[config.mk]
export PLATFORM = sky130hd
export DESIGN_NAME = open_addressing_hash_table_top
export DESIGN_NICKNAME = d
export VERILOG_FILES = /design/src/hdl/oaht_pkg.sv /design/src/hdl/oaht_ram.sv /design/src/hdl/oaht_front.sv /design/src/hdl/oaht_back.sv /design/src/hdl/open_addressing_hash_table_top.sv
export SDC_FILE = /design/constraint.sdc
export NUM_CORES = 2
export LEC_CHECK = 0
export ABC_AREA = 1
export BUFFER_PORTS_ARGS = -buffer_cell sky130_fd_sc_hd__buf_4
export CAP_MARGIN = 30
export CORE_ASPECT_RATIO = 1.2
export CORE_MARGIN = 1
export CORE_UTILIZATION = 50
export DETAILED_ROUTE_END_ITERATION = 16
export PLACE_DENSITY = 0.72
export SETUP_SLACK_MARGIN = 0.02
export SLEW_MARGIN = 20
export SYNTH_ARGS = -nofsm -noshare
export SYNTH_HDL_FRONTEND = slang
export SYNTH_SLANG_ARGS = --single-unit
[constraint.sdc]
create_clock -name i_clk -period 4 [get_ports i_clk]
set_clock_uncertainty 0.15 [all_clocks]
set_input_delay 0.6 -clock i_clk [delete_from_list [all_inputs] [get_ports i_clk]]
set_output_delay 0.6 -clock i_clk [all_outputs]
set_load 0.02 [all_outputs]
[src/hdl/oaht_pkg.sv]
`timescale 1ns / 1ps
package oaht_pkg;
    localparam int SLOTS = 64;
    localparam int IDX_W = $clog2(SLOTS);
    localparam int CNT_W = $clog2(SLOTS + 1);
    localparam int KEY_W = 34;
    localparam int CMD_W = 2;
    localparam int ST_W = 3;
    localparam int SLOT_W = 6;
    localparam int SIZE_W = 7;
    localparam int QDEPTH = 2;

    localparam logic [CMD_W-1:0] CMD_LINEAR = 2'd0;
    localparam logic [CMD_W-1:0] CMD_QUAD = 2'd1;
    localparam logic [CMD_W-1:0] CMD_SEARCH = 2'd2;

    localparam logic [ST_W-1:0] ST_INSERTED = 3'd0;
    localparam logic [ST_W-1:0] ST_DUPLICATE = 3'd1;
    localparam logic [ST_W-1:0] ST_NOFREE = 3'd2;
    localparam logic [ST_W-1:0] ST_FOUND = 3'd3;
    localparam logic [ST_W-1:0] ST_NOTFOUND = 3'd4;

    typedef struct packed {
        logic             is_search;
        logic             is_quad;
        logic [KEY_W-1:0] key;
        logic [CNT_W-1:0] size;
    } t_job;
endpackage

[src/hdl/oaht_ram.sv]
`timescale 1ns / 1ps
module oaht_ram #(
    parameter int WIDTH = 8,
    parameter int DEPTH = 16
) (
    input  logic                     i_clk,
    input  logic                     i_we,
    input  logic [$clog2(DEPTH)-1:0] i_waddr,
    input  logic [WIDTH-1:0]         i_wdata,
    input  logic [$clog2(DEPTH)-1:0] i_raddr,
    output logic [WIDTH-1:0]         o_rdata
);
    logic [WIDTH-1:0] r_mem [DEPTH];

    always_ff @(posedge i_clk) begin
        if (i_we) begin
            r_mem[i_waddr] <= i_wdata;
        end
        o_rdata <= r_mem[i_raddr];
    end
endmodule

[src/hdl/oaht_front.sv]
`timescale 1ns / 1ps
module oaht_front
    import oaht_pkg::*;
(
    input  logic              i_clk,
    input  logic              i_rst_n,
    input  logic              i_cfg_we,
    input  logic [SIZE_W-1:0] i_cfg_data,
    input  logic              i_valid,
    output logic              o_ready,
    input  logic [CMD_W-1:0]  i_command,
    input  logic [KEY_W-1:0]  i_key,
    output logic              o_job_valid,
    input  logic              i_job_ready,
    output t_job              o_job
);
    logic [SIZE_W-1:0] r_size;
    t_job              r_q [QDEPTH];
    logic [1:0]        r_cnt;
    logic              r_rd;
    logic              r_wr;
    t_job              w_job;
    logic              w_push;
    logic              w_pop;

    always_comb begin
        w_job.is_search = i_command[1];
        w_job.is_quad   = (i_command == CMD_QUAD);
        w_job.key       = i_key;
        if (r_size == '0) begin
            w_job.size = CNT_W'(1);
        end else if (r_size > SIZE_W'(SLOTS)) begin
            w_job.size = CNT_W'(SLOTS);
        end else begin
            w_job.size = CNT_W'(r_size);
        end
    end

    assign o_ready     = (r_cnt != 2'(QDEPTH));
    assign o_job_valid = (r_cnt != 2'd0);
    assign o_job       = r_q[r_rd];
    assign w_push      = i_valid && o_ready;
    assign w_pop       = o_job_valid && i_job_ready;

    always_ff @(posedge i_clk) begin
        if (!i_rst_n) begin
            r_size <= SIZE_W'(SLOTS);
            r_cnt  <= '0;
            r_rd   <= 1'b0;
            r_wr   <= 1'b0;
        end else begin
            if (i_cfg_we) begin
                r_size <= i_cfg_data;
            end
            if (w_push) begin
                r_wr <= ~r_wr;
            end
            if (w_pop) begin
                r_rd <= ~r_rd;
            end
            r_cnt <= r_cnt + 2'(w_push) - 2'(w_pop);
        end
        if (w_push) begin
            r_q[r_wr] <= w_job;
        end
    end

    a_cnt_bound: assert property (@(posedge i_clk) disable iff (!i_rst_n)
        r_cnt <= 2'(QDEPTH)) else $error("queue count overflow");
    a_size_range: assert property (@(posedge i_clk) disable iff (!i_rst_n)
        o_job_valid |-> (o_job.size != '0 && o_job.size <= CNT_W'(SLOTS)))
        else $error("job size out of range");
    a_full_noready: assert property (@(posedge i_clk) disable iff (!i_rst_n)
        (r_cnt == 2'(QDEPTH)) |-> !o_ready) else $error("ready while full");
endmodule

[src/hdl/oaht_back.sv]
`timescale 1ns / 1ps
module oaht_back
    import oaht_pkg::*;
(
    input  logic             i_clk,
    input  logic             i_rst_n,
    input  logic             i_job_valid,
    output logic             o_job_ready,
    input  t_job             i_job,
    output logic             o_valid,
    input  logic             i_ready,
    output logic [ST_W-1:0]  o_status,
    output logic [SLOT_W-1:0] o_slot,
    output logic             o_table_full
);
    localparam logic [2:0] S_IDLE = 3'd0;
    localparam logic [2:0] S_HOME = 3'd1;
    localparam logic [2:0] S_SCAN = 3'd2;
    localparam logic [2:0] S_PROBE = 3'd3;
    localparam logic [2:0] S_DONE = 3'd4;

    logic [2:0]        r_state;
    t_job              r_job;
    logic [KEY_W-1:0]  r_rem;
    logic [5:0]        r_bit;
    logic [CNT_W-1:0]  r_i;
    logic              r_rvalid;
    logic [IDX_W-1:0]  r_ridx;
    logic              r_hit;
    logic [IDX_W-1:0]  r_hit_idx;
    logic [IDX_W-1:0]  r_pos;
    logic [CNT_W-1:0]  r_j;
    logic [CNT_W-1:0]  r_step;
    logic [CNT_W-1:0]  r_occ;
    logic              r_valid_q [SLOTS];
    logic              r_ovalid;
    logic [ST_W-1:0]   r_status;
    logic [SLOT_W-1:0] r_slot;
    logic              r_full;
    logic [KEY_W-1:0]  w_rdata;
    logic              w_we;
    logic [IDX_W-1:0]  w_raddr;
    logic [KEY_W:0]    w_sub;
    logic [KEY_W-1:0]  w_cand;
    logic [CNT_W:0]    w_npos;
    logic [CNT_W-1:0]  w_wrap;

    oaht_ram #(.WIDTH(KEY_W), .DEPTH(SLOTS)) u_keys (
        .i_clk  (i_clk),
        .i_we   (w_we),
        .i_waddr(r_pos),
        .i_wdata(r_job.key),
        .i_raddr(w_raddr),
        .o_rdata(w_rdata)
    );

    assign o_job_ready = (r_state == S_IDLE);
    assign w_raddr     = r_i[IDX_W-1:0];
    assign w_we        = (r_state == S_DONE) && !r_ovalid && r_status == ST_INSERTED
                         && !r_job.is_search;
    assign o_valid     = r_ovalid;
    assign o_status    = r_status;
    assign o_slot      = r_slot;
    assign o_table_full = r_full;

    always_comb begin
        w_cand = {r_rem[KEY_W-2:0], r_job.key[r_bit]};
        w_sub  = {1'b0, w_cand} - (KEY_W+1)'(r_job.size);
        if (r_job.is_quad) begin
            w_npos = (CNT_W+1)'(r_pos) + (CNT_W+1)'(r_step);
        end else begin
            w_npos = (CNT_W+1)'(r_pos) + (CNT_W+1)'(1);
        end
        if (w_npos >= (CNT_W+1)'(r_job.size)) begin
            w_wrap = CNT_W'(w_npos - (CNT_W+1)'(r_job.size));
        end else begin
            w_wrap = CNT_W'(w_npos);
        end
    end

    always_ff @(posedge i_clk) begin
        if (!i_rst_n) begin
            r_state  <= S_IDLE;
            r_ovalid <= 1'b0;
            r_occ    <= '0;
            r_rvalid <= 1'b0;
            for (int k = 0; k < SLOTS; k++) begin
                r_valid_q[k] <= 1'b0;
            end
        end else begin
            r_rvalid <= 1'b0;
            case (r_state)
                S_IDLE: begin
                    if (i_job_valid) begin
                        r_job   <= i_job;
                        r_rem   <= '0;
                        r_bit   <= 6'(KEY_W - 1);
                        r_i     <= '0;
                        r_hit   <= 1'b0;
                        r_occ   <= '0;
                        r_state <= S_HOME;
                    end
                end
                S_HOME: begin
                    if (w_sub[KEY_W]) begin
                        r_rem <= w_cand;
                    end else begin
                        r_rem <= w_sub[KEY_W-1:0];
                    end
                    if (r_bit == '0) begin
                        r_state <= S_SCAN;
                    end else begin
                        r_bit <= r_bit - 6'd1;
                    end
                end
                S_SCAN: begin
                    r_pos  <= r_rem[IDX_W-1:0];
                    r_j    <= CNT_W'(1);
                    r_step <= CNT_W'(1);
                    if (r_rvalid && r_valid_q[r_ridx]) begin
                        r_occ <= r_occ + CNT_W'(1);
                    end
                    if (r_rvalid && !r_hit && r_valid_q[r_ridx] && w_rdata == r_job.key) begin
                        r_hit     <= 1'b1;
                        r_hit_idx <= r_ridx;
                    end
                    if (r_i < r_job.size) begin
                        r_rvalid <= 1'b1;
                        r_ridx   <= r_i[IDX_W-1:0];
                        r_i      <= r_i + CNT_W'(1);
                    end else if (!r_rvalid) begin
                        if (r_job.is_search) begin
                            r_status <= r_hit ? ST_FOUND : ST_NOTFOUND;
                            r_slot   <= r_hit ? SLOT_W'(r_hit_idx) : '0;
                            r_state  <= S_DONE;
                        end else if (r_hit) begin
                            r_status <= ST_DUPLICATE;
                            r_slot   <= '0;
                            r_state  <= S_DONE;
                        end else begin
                            r_state <= S_PROBE;
                        end
                    end
                end
                S_PROBE: begin
                    if (!r_valid_q[r_pos]) begin
                        r_status <= ST_INSERTED;
                        r_slot   <= SLOT_W'(r_pos);
                        r_state  <= S_DONE;
                    end else if (r_j >= r_job.size) begin
                        r_status <= ST_NOFREE;
                        r_slot   <= '0;
                        r_state  <= S_DONE;
                    end else begin
                        r_j <= r_j + CNT_W'(1);
                        // In quadratic mode the step (2j-1, with j = r_j) may exceed the size, so it is
                        // reduced modulo the size as it grows.
                        if (r_step + CNT_W'(2) >= r_job.size) begin
                            r_step <= r_step + CNT_W'(2) - r_job.size;
                        end else begin
                            r_step <= r_step + CNT_W'(2);
                        end
                        r_pos <= w_wrap[IDX_W-1:0];
                    end
                end
                S_DONE: begin
                    if (!r_ovalid) begin
                        if (w_we) begin
                            r_valid_q[r_pos] <= 1'b1;
                            r_occ <= r_occ + CNT_W'(1);
                        end
                        r_ovalid <= 1'b1;
                        r_full   <= (r_occ + CNT_W'(w_we)) == r_job.size;
                    end else if (i_ready) begin
                        r_ovalid <= 1'b0;
                        r_state  <= S_IDLE;
                    end
                end
                default: r_state <= S_IDLE;
            endcase
        end
    end

    a_ready_idle: assert property (@(posedge i_clk) disable iff (!i_rst_n)
        o_job_ready |-> !r_ovalid) else $error("result pending while idle");
    a_occ_bound: assert property (@(posedge i_clk) disable iff (!i_rst_n)
        r_occ <= CNT_W'(SLOTS)) else $error("occupancy overflow");
    a_write_free: assert property (@(posedge i_clk) disable iff (!i_rst_n)
        w_we |-> !r_valid_q[r_pos]) else $error("insert over occupied slot");
endmodule

[src/hdl/open_addressing_hash_table_top.sv]
// A request first reduces its key modulo the table size bit by bit, then scans every
// slot within the size for the key; a search or a duplicate insert ends there, and an
// insert goes on to probe for a free slot, up to every slot of the table.
// Throughput: one request at a time in the back end; a two-entry queue in front.
// Reset (synchronous, active low) empties every slot, clears the occupancy and
// sets the table size to 64.
`timescale 1ns / 1ps
module open_addressing_hash_table_top
    import oaht_pkg::*;
(
    input  logic              i_clk,
    input  logic              i_rst_n,
    input  logic              i_cfg_we,
    input  logic [SIZE_W-1:0] i_cfg_data,
    input  logic              i_valid,
    output logic              o_ready,
    input  logic [CMD_W-1:0]  i_command,
    input  logic [KEY_W-1:0]  i_key,
    output logic              o_valid,
    input  logic              i_ready,
    output logic [ST_W-1:0]   o_status,
    output logic [SLOT_W-1:0] o_slot,
    output logic              o_table_full
);
    logic w_job_valid;
    logic w_job_ready;
    t_job w_job;

    oaht_front u_front (
        .i_clk      (i_clk),
        .i_rst_n    (i_rst_n),
        .i_cfg_we   (i_cfg_we),
        .i_cfg_data (i_cfg_data),
        .i_valid    (i_valid),
        .o_ready    (o_ready),
        .i_command  (i_command),
        .i_key      (i_key),
        .o_job_valid(w_job_valid),
        .i_job_ready(w_job_ready),
        .o_job      (w_job)
    );

    oaht_back u_back (
        .i_clk       (i_clk),
        .i_rst_n     (i_rst_n),
        .i_job_valid (w_job_valid),
        .o_job_ready (w_job_ready),
        .i_job       (w_job),
        .o_valid     (o_valid),
        .i_ready     (i_ready),
        .o_status    (o_status),
        .o_slot      (o_slot),
        .o_table_full(o_table_full)
    );
endmodule
==> results summary <==
Along the worst path, the maximum fanout reaches 6. The worst register-to-register path ends at u_back.r_rem[7]. A synthesized cell averages 12.7 um^2. The post-synthesis to final-layout area growth came out at 12.4%. The number of remaining DRC errors came out at 0. The count of pins over their slew limit came out at 0. The primary flip-flop cell chosen by synthesis mapping is sky130_fd_sc_hd__edfxtp_1. The critical path data arrival time came out at 4.31 ns.

The number of cells on the worst hold path is 4. The clock reaches the later pin of the worst-skew pair after roughly 0.9 ns. In this run the worst setup path terminates at u_back.r_rem[7]. The number of rows created at floorplan is 181.

STA classifies the critical path startpoint as a flop. The cell sitting at the root of the clock tree is a sky130_fd_sc_hd__clkbuf_16. Static timing analysis puts the maximum clock frequency at 259 MHz. In this run the most critical hold path is launched from i_rst_n. The source of the critical timing path is u_back.r_bit[0]. After layout, the worst setup slack is 0.139 ns. The first-pass GRT wire length came out at 424 mm. Leaving out fill and tap cells, the most frequent cell in the layout is sky130_fd_sc_hd__edfxtp_1. Leaving out fill and tap cells, the most frequent cells in the layout are sky130_fd_sc_hd__edfxtp_1, sky130_fd_sc_hd__nor2_1, sky130_fd_sc_hd__o21ai_0. The number of synthesized register bits is about 2500. The minimum clock period after layout came out at 3.86 ns. The number of antenna violations at the first check in global routing is 6. The number of nets at the end of the flow is around 8300. The areal power density over the cells came out at 603 nW/um^2. At the pin with the least slew margin, the transition time is 1.16 ns. The die height is roughly 500 um.

The tightest min-delay check is of the in2reg type. The worst reg2reg path depth came out at 23. Across the run, the number of max-cap violations was 0. The via count of the first global-routing pass is between 60000 and 70000. The number of input and output port buffers inserted is 59.

The core box area came out at 203000 um^2. Setup repair after global routing could not meet its margin everywhere. The maximum VDD drop came out at 0.481 mV. The clock tree buffer depth is 3. For this run, the number of standard cells in the final layout without fillers is 11028. The top-level port count is 60.

The final number of setup-violating endpoints is 0. The overall routed net length came out at 292 mm. Per report_power, the combinational group accounts for 24.8% of the total. At the end of routability-driven placement, the weighted congestion stood at 0.930. Measured against its own limit, the worst slew margin works out to 22.5%. The worst setup path is captured at a flop. The sum of net half-perimeters after detailed placement came out at about 160 mm. The die is 415 um wide. The fraction of registers with async set or reset after synthesis came out at 0%. The sum of negative setup slack came out at 0 ns. TritonCTS built the clock tree.

The total chip power came out at 69200 uW. The startpoint identified for the worst register-to-register timing path is u_back.r_bit[0]. Synthesis produced a netlist whose cell count is 8068. The average wire per cell in the routed design came out at 26.5 um.

The detail route stage leaves a number of antenna-violating nets equal to 0. The first routing iteration left 9854 violations. The die area is 206000 um^2. Clock tree synthesis found a total of 2527 sinks. The worst path required time is approximately 4.5 ns. For this run, the detailed router's first-pass iteration total came to 7. By area the synthesized netlist is led by sky130_fd_sc_hd__edfxtp_1, sky130_fd_sc_hd__o21ai_0, sky130_fd_sc_hd__nor2_1, sky130_fd_sc_hd__dfxtp_1, sky130_fd_sc_hd__nand2_1. The type of the worst setup path is reg2reg. At the end of the flow the core is filled with cells to 56.6%. Of the cells placed in the final design, the portion with a size suffix greater than 1 is under 10%. The clock-pin slew on the worst setup and hold paths came out at roughly 0.070 ns. For this run, the number of Yosys warnings is 0. Global routing used between 20% and 30% of the available tracks across all layers. The initial standard-cell utilization of the core came out at 50.4%. The number of library cell types mapped by synthesis is 60. Of the total power, registers draw 45.2%. The maximum level of the CTS H-tree is 4.

The number of flops mapped to enable cells by yosys came out at roughly 2400. The number of buffers created by CTS came out at 218. The number of placed cells counting well taps is about 11000. The switching power as a share of total power is between 30% and 40%. The area share of the largest cell type after synthesis is between 70% and 80%. The portion of the clock cycle consumed by the worst path in the final layout came out at 96.5%.

The run finished with clean final reports. The detailed router placed 69078 vias in this run. The cell-internal power came out at 46800 uW.

Using the TritonRoute via totals, the vias-per-cell ratio works out to 6.26. The clock share of power is 30.1%. The synthesized netlist net count is slightly above 8000. In this run the power spent charging and discharging nets is 22500 uW.

Entering global routing, the biggest net connects about 210 pins. The static leakage came out at 0.0377 uW. The worst reg-to-reg setup slack came out at ~0.14 ns.

The worst slack after detailed placement is 0.0545 ns. The final count of hold timing violations is 0. The largest total area in the synthesized netlist belongs to sky130_fd_sc_hd__edfxtp_1. The proportion of synthesized chip area in sequential cells came out at 73.0%. The summed instance area of the synthesized netlist is 102000 um^2. After global routing the overflow that remains totals 0.
==> power by group through the flow <==
stage | Combinational, uW | Clock (uW) | Sequential, uW
3_5_place_dp | 16500 | 0 | 31800
6_report | 17100 | 20800 | 31300
3_3_place_gp | 16100 | 0 | 31800
4_1_cts | 16700 | 20900 | 31200
5_1_grt | 18300 | 21800 | 31300
2_1_floorplan | 9860 | 0 | 32200
==> worst max-delay path, cell delays in order, from the launching register on <==
cell,delay [ns]
sky130_fd_sc_hd__edfxtp_1,0.53
sky130_fd_sc_hd__buf_4,0.20
sky130_fd_sc_hd__nand2_1,0.05
sky130_fd_sc_hd__o21ai_1,0.07
sky130_fd_sc_hd__a21oi_1,0.12
sky130_fd_sc_hd__o21ai_1,0.07
sky130_fd_sc_hd__a21oi_1,0.13
sky130_fd_sc_hd__o21ai_1,0.10
sky130_fd_sc_hd__a31oi_1,0.23
sky130_fd_sc_hd__buf_4,0.19
sky130_fd_sc_hd__ha_4,0.13
sky130_fd_sc_hd__inv_2,0.04
sky130_fd_sc_hd__fa_2,0.35
sky130_fd_sc_hd__a21oi_2,0.14
sky130_fd_sc_hd__o21ai_2,0.09
sky130_fd_sc_hd__a21oi_4,0.14
sky130_fd_sc_hd__inv_2,0.08
sky130_fd_sc_hd__nor2_8,0.11
sky130_fd_sc_hd__nand3_4,0.10
sky130_fd_sc_hd__nor2_8,0.21
sky130_fd_sc_hd__buf_6,0.15
sky130_fd_sc_hd__nor3_1,0.04
sky130_fd_sc_hd__a21oi_1,0.13
sky130_fd_sc_hd__nor2_1,0.05
==> worst min path at each step <==
stage / to / slack, ns
6_report: u_back.r_valid_q[32] / 0.11
5_1_grt: u_back.r_occ[3] / 0.11
4_1_cts: u_back.r_occ[0] / 0.05
3_5_place_dp: u_back.r_hit_idx[1] / 0.30
3_3_place_gp: u_back.r_hit_idx[1] / 0.30
2_1_floorplan: u_back.r_hit_idx[0] / 0.28
==> metal layers <==
metal	global-route usage, %	vias up	part of all wire [%]
met1	36.0	33871	37
met3	4.69	741	11
li1	-	30059	-
met4	15.4	4	5.9
met5	0	-	0.0075
met2	44.0	4403	47
==> layout make-up <==
cell class / instances / area [um^2]
fillers: 15520 / 88000
clock inverters: 134 / 1210
clock buffers: 271 / 5750
multi-input cells: 4804 / 24700
well taps: 2653 / 3320
flip-flops and latches: 2527 / 74600
diodes: 5 / 12.5
repair buffers: 427 / 4330
inverters: 205 / 810
repair inverters: 2 / 17.5
==> repair_timing <==
item	4_1_cts	5_1_grt
resized for setup	0	33
setup endpoints to repair	0	33
endpoints found under the hold margin	80	0
hold buffers	53	0
buffers inserted	0	6
==> sequential cells by signal (all words and copies together), names as in the netlist, 7 cells and up, named ones only <==
register,count
u_back.u_keys.r_mem,2176
u_back.u_keys.o_rdata,34
u_back.r_rem,33
u_back.r_valid_q,64
u_back.r_job,43
u_back.r_i,7
u_back.r_occ,7
u_back.r_step,7
u_back.r_j,7
u_front.r_q,86
u_front.r_size,7
==> per-stage QoR <==
step	hold slack, ns	area [um^2]
floorplan	0.277	102000
global placement	0.296	107000
detailed placement	0.295	107000
CTS	0.0513	115000
global route	0.108	115000
finish	0.107	115000
==> Yosys cell counts (6+ instances only) <==
cell                          n
sky130_fd_sc_hd__edfxtp_1  2394
sky130_fd_sc_hd__nor2_1    1411
sky130_fd_sc_hd__o21ai_0   1132
sky130_fd_sc_hd__nand2_1    708
sky130_fd_sc_hd__o22ai_1    366
sky130_fd_sc_hd__clkbuf_1   316
sky130_fd_sc_hd__nand3_1    294
sky130_fd_sc_hd__o221ai_1   226
sky130_fd_sc_hd__inv_1      186
sky130_fd_sc_hd__o21ai_1    140
sky130_fd_sc_hd__dfxtp_1    133
sky130_fd_sc_hd__buf_2      126
sky130_fd_sc_hd__o211ai_1   122
sky130_fd_sc_hd__a21oi_1     86
sky130_fd_sc_hd__o21a_1      64
sky130_fd_sc_hd__ha_1        51
sky130_fd_sc_hd__buf_6       41
sky130_fd_sc_hd__xnor2_1     40
sky130_fd_sc_hd__buf_4       39
sky130_fd_sc_hd__nand4_1     31
sky130_fd_sc_hd__nor3_1      24
sky130_fd_sc_hd__xor2_1      23
sky130_fd_sc_hd__inv_2       14
sky130_fd_sc_hd__buf_1        8
sky130_fd_sc_hd__or2_0        8
sky130_fd_sc_hd__nor4_1       6
==> kinds of logic (layout without fill, tap and decap cells) <==
group	count (synthesis)	after routing	share of synthesized area, %
muxes	4	4	0.0392
xor gates and xnor gates	63	63	0.540
DFF	2527	2527	73.0
and+or+nand+nor	2510	2510	9.86
buffers and inverters	737	1039	3.31
AOI/OAI and AO/OA	2172	2172	12.5
other	0	5	0
adders and majority gates	55	55	0.703
Power figures use the tool's default switching activity.
